**src/hw/rtl/bli_pkg.sv**
```systemverilog
`default_nettype none
package bli_pkg;

    localparam int BAR_LEDS   = 3;
    localparam int SECTIONS   = 5;
    localparam int NUM_BOUNDS = SECTIONS - 1;
    localparam int LAMP_W     = BAR_LEDS + 1;
    localparam int SEC_W      = 3;
    localparam int CHASE_W    = 3;
    localparam int PCT_W      = 7;
    localparam int MARGIN_W   = 4;
    localparam int DLY_W      = 11;
    localparam int CFG_IDX_W  = 3;
    localparam int CFG_DATA_W = 7;
    localparam int S_DATA_W   = 16;
    localparam int M_DATA_W   = 8;

    localparam logic [PCT_W-1:0] PCT_FULL = 7'd100;

    localparam logic [DLY_W-1:0] HOLD_OFF_MS = 11'd200;
    localparam logic [DLY_W-1:0] BLINK_ON_MS = 11'd50;
    localparam logic [DLY_W-1:0] HALF_SEC_MS = 11'd500;
    localparam logic [DLY_W-1:0] ONE_SEC_MS  = 11'd1000;

    localparam logic CMD_TICK    = 1'b0;
    localparam logic CMD_RESTART = 1'b1;

    localparam logic [CFG_IDX_W-1:0] CFG_MARGIN = CFG_IDX_W'(NUM_BOUNDS);

    localparam logic [NUM_BOUNDS-1:0][PCT_W-1:0] BOUND_RESET = {7'd75, 7'd50, 7'd25, 7'd5};
    localparam logic [MARGIN_W-1:0] MARGIN_RESET = 4'd3;

    typedef enum logic [3:0] {
        PH_SHOW     = 4'b0001,
        PH_LOWBLINK = 4'b0010,
        PH_CHGSTART = 4'b0100,
        PH_CHGNEXT  = 4'b1000
    } t_phase;

    typedef struct packed {
        logic [NUM_BOUNDS-1:0][PCT_W-1:0] bound;
        logic [MARGIN_W-1:0]              margin;
    } t_cfg;

    typedef struct packed {
        logic [SEC_W-1:0]    level_section;
        logic [BAR_LEDS-1:0] bar_mask;
        logic                red_on;
    } t_result;

    // bound k sits between sections k-1 and k; fixed ends at 0 and full
    function automatic logic [PCT_W-1:0] bound_of(t_cfg cfg, logic [SEC_W:0] k);
        logic [PCT_W-1:0] r;
        r = PCT_FULL;
        if (k == '0) begin
            r = '0;
        end
        for (int j = 0; j < NUM_BOUNDS; j++) begin
            if (k == (SEC_W+1)'(j + 1)) begin
                r = cfg.bound[j];
            end
        end
        return r;
    endfunction

endpackage
`default_nettype wire

```
**src/hw/rtl/bli_core.sv**
```systemverilog
`default_nettype none
module bli_core (
    input  wire                          i_clk,
    input  wire                          i_rst_n,
    input  wire                          i_valid,
    input  wire                          i_cmd,
    input  wire [bli_pkg::PCT_W-1:0]     i_pct,
    input  wire                          i_chg,
    input  wire                          i_cut,
    input  bli_pkg::t_cfg                i_cfg,
    output bli_pkg::t_result             o_res
);

    localparam logic [bli_pkg::SEC_W-1:0] TOP_SEC = bli_pkg::SEC_W'(bli_pkg::SECTIONS - 1);

    logic [bli_pkg::SEC_W-1:0]   r_section, n_section;
    logic                        r_known, n_known;
    bli_pkg::t_phase             r_phase, n_phase;
    logic [bli_pkg::DLY_W-1:0]   r_delay, n_delay;
    logic [bli_pkg::CHASE_W-1:0] r_chase, n_chase;
    logic [bli_pkg::LAMP_W-1:0]  r_lamp, n_lamp;

    logic [bli_pkg::SEC_W-1:0]   w_pick;
    logic                        w_found;
    logic [bli_pkg::PCT_W-1:0]   w_lo, w_hi, w_blo, w_bhi;
    logic [bli_pkg::PCT_W:0]     w_pct_m, w_hi_m;
    logic                        w_down, w_up;
    logic [bli_pkg::SEC_W-1:0]   w_disp;
    logic [bli_pkg::SEC_W:0]     w_cnt;
    logic [bli_pkg::LAMP_W-1:0]  w_show_lamp;
    bli_pkg::t_phase             w_show_phase;
    logic [bli_pkg::DLY_W-1:0]   w_show_delay;
    logic [bli_pkg::CHASE_W-1:0] w_show_chase;
    logic [bli_pkg::DLY_W-1:0]   w_dec;
    logic [bli_pkg::CHASE_W:0]   w_next_id;
    logic                        w_run_show;

    // section choice
    always_comb begin
        w_pick  = TOP_SEC;
        w_found = 1'b0;
        w_blo   = '0;
        w_bhi   = '0;
        if (!r_known) begin
            for (int s = 0; s < bli_pkg::SECTIONS; s++) begin
                w_blo = bli_pkg::bound_of(i_cfg, (bli_pkg::SEC_W+1)'(s));
                w_bhi = bli_pkg::bound_of(i_cfg, (bli_pkg::SEC_W+1)'(s + 1));
                if (!w_found && w_blo <= i_pct && i_pct < w_bhi) begin
                    w_pick  = bli_pkg::SEC_W'(s);
                    w_found = 1'b1;
                end
            end
        end
        w_lo    = bli_pkg::bound_of(i_cfg, {1'b0, r_section});
        w_hi    = bli_pkg::bound_of(i_cfg, {1'b0, r_section} + (bli_pkg::SEC_W+1)'(1));
        w_pct_m = {1'b0, i_pct} + (bli_pkg::PCT_W+1)'(i_cfg.margin);
        w_hi_m  = {1'b0, w_hi} + (bli_pkg::PCT_W+1)'(i_cfg.margin);
        w_down  = (r_section != '0) &&
                  (i_chg ? (w_pct_m < {1'b0, w_lo}) : (i_pct < w_lo));
        w_up    = (r_section != TOP_SEC) &&
                  (i_chg ? (i_pct >= w_hi) : ({1'b0, i_pct} >= w_hi_m));
        if (r_known) begin
            if (w_down) begin
                w_pick = r_section - bli_pkg::SEC_W'(1);
            end else if (w_up) begin
                w_pick = r_section + bli_pkg::SEC_W'(1);
            end else begin
                w_pick = r_section;
            end
        end
    end

    // display pass
    always_comb begin
        w_disp       = i_cut ? '0 : w_pick;
        w_cnt        = '0;
        w_show_lamp  = '0;
        w_show_chase = r_chase;
        if (!i_chg) begin
            w_show_phase = bli_pkg::PH_SHOW;
            w_show_delay = bli_pkg::ONE_SEC_MS;
            if (w_disp == '0) begin
                w_show_phase = bli_pkg::PH_LOWBLINK;
                w_show_delay = bli_pkg::HOLD_OFF_MS;
            end else if (w_disp == bli_pkg::SEC_W'(1)) begin
                w_show_lamp[0] = 1'b1;
            end else begin
                w_cnt = {1'b0, w_disp} - (bli_pkg::SEC_W+1)'(1);
                if (w_cnt > (bli_pkg::SEC_W+1)'(bli_pkg::BAR_LEDS)) begin
                    w_cnt = (bli_pkg::SEC_W+1)'(bli_pkg::BAR_LEDS);
                end
            end
        end else begin
            w_show_phase = bli_pkg::PH_CHGSTART;
            w_show_delay = bli_pkg::HALF_SEC_MS;
            if (w_disp > bli_pkg::SEC_W'(1)) begin
                w_cnt = {1'b0, w_disp} - (bli_pkg::SEC_W+1)'(1);
                if (w_cnt > (bli_pkg::SEC_W+1)'(bli_pkg::BAR_LEDS - 1)) begin
                    w_cnt = (bli_pkg::SEC_W+1)'(bli_pkg::BAR_LEDS - 1);
                end
            end
            w_show_chase = bli_pkg::CHASE_W'(w_cnt + (bli_pkg::SEC_W+1)'(1));
        end
        for (int i = 1; i <= bli_pkg::BAR_LEDS; i++) begin
            if ((bli_pkg::SEC_W+1)'(i) <= w_cnt) begin
                w_show_lamp[i] = 1'b1;
            end
        end
    end

    // timer and sequencer
    always_comb begin
        n_section  = r_section;
        n_known    = r_known;
        n_phase    = r_phase;
        n_delay    = r_delay;
        n_chase    = r_chase;
        n_lamp     = r_lamp;
        w_run_show = 1'b0;
        w_dec      = (r_delay != '0) ? r_delay - bli_pkg::DLY_W'(1) : '0;
        w_next_id  = {1'b0, r_chase} + (bli_pkg::CHASE_W+1)'(1);
        if (i_valid) begin
            if (i_cmd == bli_pkg::CMD_RESTART) begin
                n_lamp  = '0;
                n_phase = bli_pkg::PH_SHOW;
                n_delay = '0;
            end else begin
                n_delay = w_dec;
                if (w_dec == '0) begin
                    unique case (r_phase)
                        bli_pkg::PH_LOWBLINK: begin
                            n_lamp[0] = 1'b1;
                            n_phase   = bli_pkg::PH_SHOW;
                            n_delay   = bli_pkg::BLINK_ON_MS;
                        end
                        bli_pkg::PH_CHGSTART: begin
                            if (i_chg) begin
                                n_phase = bli_pkg::PH_CHGNEXT;
                                n_delay = bli_pkg::HALF_SEC_MS;
                            end else begin
                                w_run_show = 1'b1;
                            end
                        end
                        bli_pkg::PH_CHGNEXT: begin
                            for (int i = 1; i <= bli_pkg::BAR_LEDS; i++) begin
                                if (r_chase == bli_pkg::CHASE_W'(i)) begin
                                    n_lamp[i] = 1'b1;
                                end
                            end
                            if (i_chg && w_next_id <
                                (bli_pkg::CHASE_W+1)'(bli_pkg::BAR_LEDS + 1)) begin
                                n_chase = bli_pkg::CHASE_W'(w_next_id);
                                n_phase = bli_pkg::PH_CHGNEXT;
                            end else begin
                                n_phase = bli_pkg::PH_SHOW;
                            end
                            n_delay = bli_pkg::ONE_SEC_MS;
                        end
                        default: begin
                            w_run_show = 1'b1;
                        end
                    endcase
                    if (w_run_show) begin
                        n_section = w_pick;
                        n_known   = 1'b1;
                        n_lamp    = w_show_lamp;
                        n_phase   = w_show_phase;
                        n_delay   = w_show_delay;
                        n_chase   = w_show_chase;
                    end
                end
            end
        end
    end

    always_ff @(posedge i_clk) begin
        if (!i_rst_n) begin
            r_section <= '0;
            r_known   <= 1'b0;
            r_phase   <= bli_pkg::PH_SHOW;
            r_delay   <= bli_pkg::HOLD_OFF_MS;
            r_chase   <= bli_pkg::CHASE_W'(1);
            r_lamp    <= '0;
        end else begin
            r_section <= n_section;
            r_known   <= n_known;
            r_phase   <= n_phase;
            r_delay   <= n_delay;
            r_chase   <= n_chase;
            r_lamp    <= n_lamp;
        end
    end

    assign o_res.red_on        = n_lamp[0];
    assign o_res.bar_mask      = n_lamp[bli_pkg::BAR_LEDS:1];
    assign o_res.level_section = n_section;

endmodule
`default_nettype wire

```
**src/hw/rtl/battery_level_led_indicator.sv**
```systemverilog
// Each result is registered in the output stage before it appears on the master side.
// Throughput: one item per cycle while the skid entry is empty; state update is one combinational pass.
// A two-entry output stage (result register plus skid) keeps the input ready
// for one more item while a result waits on a stalled master side.
// Reset (synchronous, active low): config and state registers return to defaults, display
// state to the initial 200 ms wait, output stage empties.
`default_nettype none
module battery_level_led_indicator (
    input  wire                               i_clk,
    input  wire                               i_rst_n,
    input  wire                               i_s_tvalid,
    output logic                              o_s_tready,
    input  wire [bli_pkg::S_DATA_W-1:0]       i_s_tdata,   // battery_percent[6:0], charging[7], cut_off[8], zero pad
    input  wire                               i_s_tuser,   // cmd
    output logic                              o_m_tvalid,
    input  wire                               i_m_tready,
    output logic [bli_pkg::M_DATA_W-1:0]      o_m_tdata,   // red_on[0], bar_mask[3:1], level_section[6:4], zero pad
    input  wire                               i_cfg_valid,
    output logic                              o_cfg_ready,
    input  wire [bli_pkg::CFG_IDX_W-1:0]      i_cfg_index,
    input  wire [bli_pkg::CFG_DATA_W-1:0]     i_cfg_data
);

    bli_pkg::t_cfg    r_cfg, n_cfg;
    bli_pkg::t_result w_res;
    bli_pkg::t_result r_out, r_skid;
    logic             r_out_valid, r_skid_valid;
    logic             w_s_fire, w_m_fire;

    assign o_cfg_ready = 1'b1;
    assign o_s_tready  = !r_skid_valid;
    assign w_s_fire    = i_s_tvalid && o_s_tready;
    assign w_m_fire    = r_out_valid && i_m_tready;

    always_comb begin
        n_cfg = r_cfg;
        if (i_cfg_valid) begin
            for (int j = 0; j < bli_pkg::NUM_BOUNDS; j++) begin
                if (i_cfg_index == bli_pkg::CFG_IDX_W'(j)) begin
                    n_cfg.bound[j] = i_cfg_data[bli_pkg::PCT_W-1:0];
                end
            end
            if (i_cfg_index == bli_pkg::CFG_MARGIN) begin
                n_cfg.margin = i_cfg_data[bli_pkg::MARGIN_W-1:0];
            end
        end
    end

    always_ff @(posedge i_clk) begin
        if (!i_rst_n) begin
            r_cfg.bound  <= bli_pkg::BOUND_RESET;
            r_cfg.margin <= bli_pkg::MARGIN_RESET;
        end else begin
            r_cfg <= n_cfg;
        end
    end

    bli_core u_core (
        .i_clk   (i_clk),
        .i_rst_n (i_rst_n),
        .i_valid (w_s_fire),
        .i_cmd   (i_s_tuser),
        .i_pct   (i_s_tdata[bli_pkg::PCT_W-1:0]),
        .i_chg   (i_s_tdata[bli_pkg::PCT_W]),
        .i_cut   (i_s_tdata[bli_pkg::PCT_W+1]),
        .i_cfg   (r_cfg),
        .o_res   (w_res)
    );

    always_ff @(posedge i_clk) begin
        if (!i_rst_n) begin
            r_out_valid  <= 1'b0;
            r_skid_valid <= 1'b0;
        end else begin
            if (w_s_fire) begin
                if (!r_out_valid || w_m_fire) begin
                    r_out_valid <= 1'b1;
                end else begin
                    r_skid_valid <= 1'b1;
                end
            end else if (w_m_fire) begin
                r_out_valid  <= r_skid_valid;
                r_skid_valid <= 1'b0;
            end
        end
    end

    always_ff @(posedge i_clk) begin
        if (w_s_fire) begin
            if (!r_out_valid || w_m_fire) begin
                r_out <= w_res;
            end else begin
                r_skid <= w_res;
            end
        end else if (w_m_fire && r_skid_valid) begin
            r_out <= r_skid;
        end
    end

    assign o_m_tvalid = r_out_valid;
    assign o_m_tdata  = bli_pkg::M_DATA_W'(r_out);

endmodule
`default_nettype wire

```
**config.mk**
```make
export PLATFORM = sky130hd
export DESIGN_NAME = battery_level_led_indicator
export DESIGN_NICKNAME = d
export VERILOG_FILES = /design/src/hw/rtl/bli_pkg.sv /design/src/hw/rtl/bli_core.sv /design/src/hw/rtl/battery_level_led_indicator.sv
export SDC_FILE = /design/constraint.sdc
export NUM_CORES = 1
export LEC_CHECK = 0
export BUFFER_PORTS_ARGS = -buffer_cell sky130_fd_sc_hd__buf_2
export CORE_AREA = 3 3 127 129
export DETAILED_ROUTE_END_ITERATION = 12
export DIE_AREA = 0 0 130 132
export PLACE_DENSITY = 0.63
export SLEW_MARGIN = 10
export SYNTH_ARGS = -nofsm -noshare
export SYNTH_HDL_FRONTEND = slang
export SYNTH_SLANG_ARGS = --single-unit
```
**constraint.sdc**
```tcl
create_clock -name i_clk -period 7.15 [get_ports i_clk]
set_input_delay 1.43 -clock i_clk [delete_from_list [all_inputs] [get_ports i_clk]]
set_output_delay 1.43 -clock i_clk [all_outputs]
set_load 0.02 [all_outputs]
```
==> results.md <==
* Largest net degree at the start of global routing at 31
* Clock Latency Late Sink at 340 ps
* CP max stage delay at 500 ps
* Crit. End Element: flip-flop
* Setup TNS at 0 ps
* Synth Register Bits at 74
* Highest metal used: met4
* Nets at 911
* Fraction of layout cells with a size suffix above 1 at 10.3%
* Met2 wire len at 7.41 mm
* Gr ovfl total at 0
* Bufs and invs on worst path at 1
* Delay-heaviest family, CP: compound AO/OA/AOI/OAI gates
* Clk buf depth at 2
* Sequential fraction of the synthesis area at 26.2%
* Post-synth ARST share at 0%
* Avg Cell Area, Syn at 7.98 um^2
* Clk pin slew, worst setup/hold paths at 60 ps
* Routed metal-1 wirelength at 8.22 mm
* Crit Path Max Fanout at 8
* Synth Instances at 775
* Clk pwr share at 40.0%
* Rows at 45
* Synth unique cells at 83
* Drc violations at 0
* WL met3 at 752 um
* Top_reg_cell synth: dfxtp_1
* Synthesis-to-layout area growth at 10.3%
* Hold endpoint: u_core.r_delay[10]$_SDFFE_PN0P_
* Outcome: finished clean
* Final Cycle Share at 91.8%
* Worst path arrival time at 6830 ps
* First-pass detailed-route iteration total at 7
* Least-Margin Pin Slew at 1060 ps
* Net switching fraction of the power at 28.8%
* FF-to-FF End: u_core.r_lamp[2]$_SDFF_PN0_
* Worst setup SP type: flip-flop
* Die width at 130 um
* Worst hold-check path type: reg2reg
* Die area at 0.0172 mm^2
* Max-slew violations at 0
* PD cells at 164 mW/mm^2
* RSZ-0062 raised after global routing: false
* Multiplexer area fraction after synthesis at 2.31%
* Starting Density at 40.8%
* Post-Synth Simple-Gate Area at 22.6%
* Seq pwr share at 40.4%
* Core box area at 0.0151 mm^2
* CTS buffer count at 9
* Required time worst endpoint at 7410 ps
* Worst Hold Launch: u_core.r_delay[10]$_SDFFE_PN0P_
* Leakage power at 2.82 nW
* Commonest non-fill, non-tap cell in the layout: nand2_1
* Final setup fails at 0
* Post-route ant nets at 0
* CTS root buf: clkbuf_16
* Final Non-Filler Cells at 993
* Final Hold Fails at 0
* Post-synthesis adder-cell area fraction at 16.2%
* H-tree lvl count at 3
* Post-DP HPWL at 12.9 mm
* Cell Int Power at 0.793 mW
* Clock tree sinks at 74
* CTS tree: done
* Die H at 132 um
* Post-CTS Setup Repair Bufs at 0
* Final Util at 45.0%
* FF-to-FF Start: u_core.r_section[1]$_SDFF_PN0_
* Ys Warns at 0
* Placed Cells at 977
* I/O pins at 43
* Hold slack final at 462 ps
* DP Area at 0.00652 mm^2
* DRT iter0 DRCs at 429
* Final Skew at 7.73 ps
* R2R cell count at 26
* Vias in the first global route at 5,288
* Commonest cells after routing, fill and taps aside: nand2_1, ha_1, a21oi_1, nor2_1, dfxtp_1
* Max_cap viols at 0
* Number of synthesized flops with an enable pin at 14
* Routed via count at 5,747
* Comb power frac at 19.6%
* Drt wl/cell at 16.7 um
* Largest family of logic cells by synthesized area: compound AO/OA/AOI/OAI gates
* NetSw at 0.322 mW
* Syn Nets at 886
* Critical setup path kind: reg2reg
* Initial antenna violation count at 0
* Netlist Area Pre-Place at 0.00618 mm^2
* CP max stage cell: dfxtp_1
* Most used cell, CP: ha_1
* I/O Buffers at 33
* Compound-Gate Fraction of Synth Area at 25.2%
* Diode count at 0
* Hold-fix buffers, CTS at 0
* Min cycle time layout at 6560 ps
* XOR/XNOR Fraction of Synth Area at 2.13%
* Gr usage total at 19.8%
* Post-Route WL at 16.6 mm
* Max VDD drop at 0.0000755 V
* Worst Hold Depth at 2
* Slew headroom at 29.4%
* Cell area after layout at 0.00682 mm^2
* Reg-to-reg slack, setup at 590 ps
* First-pass GRT wire length at 27.5 mm
* Gpl congestion at 0.961
* Max Clock Freq at 0.152 GHz
* Drt via density at 5.79
==> kinds of logic (layout without fill, tap and decap cells) <==
family	count (synthesis)	count (layout)
AO/OA/AOI/OAI	226	226
XOR/XNOR	15	15
adder cells (fa/ha/maj)	79	79
buffers and inverters	79	109
flip-flops	74	74
multiplexers	14	14
other	2	2
AND/OR/NAND/NOR	286	286
==> how the worst max path moves through the flow <==
stage,start,endpoint,slack (ps),cells after the start
floorplan,u_core.r_section[1]$_SDFF_PN0_,r_skid[1]$_DFFE_PP_,1260,29
global placement,u_core.r_section[0]$_SDFF_PN0_,r_skid[2]$_DFFE_PP_,660,26
detailed placement,u_core.r_section[1]$_SDFF_PN0_,r_skid[2]$_DFFE_PP_,520,26
CTS,u_core.r_section[1]$_SDFF_PN0_,r_skid[2]$_DFFE_PP_,500,26
global route,u_core.r_section[1]$_SDFF_PN0_,u_core.r_lamp[2]$_SDFF_PN0_,9,28
finish,u_core.r_section[1]$_SDFF_PN0_,u_core.r_lamp[2]$_SDFF_PN0_,590,26
==> power by group through the flow <==
stage	registers (mW)	clock network, mW	logic, mW
6_report	0.450	0.447	0.218
5_1_grt	0.452	0.478	0.248
4_1_cts	0.450	0.455	0.218
3_5_place_dp	0.459	0	0.216
3_3_place_gp	0.459	0	0.214
2_1_floorplan	0.460	0	0.154
==> layer usage <==
layer	vias up	track usage, %
met2	134	29.7
met5	-	0
li1	2866	-
met1	2731	30.0
met4	0	4.73
met3	16	2.51
==> repair_timing <==
action | in CTS | in global routing
hold endpoints to repair | 0 | 0
resized for setup | 0 | 2
endpoints found under the setup margin | 0 | 6
==> per-stage QoR <==
stage / total power, mW / setup WS, ps
3_5_place_dp: 0.676 / 525
2_1_floorplan: 0.614 / 1260
6_report: 1.12 / 588
3_3_place_gp: 0.673 / 663
4_1_cts: 1.12 / 499
5_1_grt: 1.18 / 9.17
==> flip-flops by register name, indices dropped and copies added, names as in the netlist, 3 cells and up <==
register,count
o_m_tdata,7
u_core.r_section,3
u_core.r_lamp,4
r_skid,7
r_cfg,32
u_core.r_delay,11
u_core.r_chase,3
u_core.r_phase,4
==> worst min-delay path, delay by kind of cell (launching register included) <==
| family | cells | cell delay [ps] |
|---|---|---|
| flops | 1 | 320 |
| simple gates | 2 | 100 |
==> synthesized netlist by cell type, types with 5 or more instances <==
master / n / area share, %
o211ai_1: 18 / 2.2
a211oi_1: 11 / 1.3
nor2b_1: 15 / 1.5
nand4_1: 6 / 0.61
buf_4: 5 / 0.61
xor2_1: 6 / 0.85
a221o_1: 5 / 0.81
and2_1: 11 / 1.1
mux2i_1: 12 / 1.9
nor2_1: 61 / 3.7
or3_1: 5 / 0.51
o21ai_0: 40 / 3.2
o21a_1: 7 / 0.85
a22oi_1: 8 / 0.97
o21bai_1: 5 / 0.61
dfxtp_1: 60 / 19
a31oi_1: 9 / 0.91
edfxtp_1: 14 / 6.8
a21o_1: 5 / 0.61
ha_1: 77 / 16
nand3_1: 20 / 1.6
clkbuf_1: 22 / 1.3
nand2b_1: 13 / 1.3
nor3_1: 18 / 1.5
a21oi_1: 62 / 5.0
inv_1: 50 / 3.0
o22ai_1: 5 / 0.51
and3_1: 9 / 0.91
xnor2_1: 9 / 1.3
nand2_1: 101 / 6.1
==> final cells by class <==
class | instances | area, um^2
Timing Repair Buffer | 42 | 233
Multi-Input combinational cell | 622 | 4250
Fill cell | 1542 | 8330
Inverter | 51 | 191
Tap cell | 188 | 235
Sequential cell | 74 | 1620
Clock buffer | 10 | 229
Clock inverter | 6 | 57.6
(Power assumes the default switching activity.)
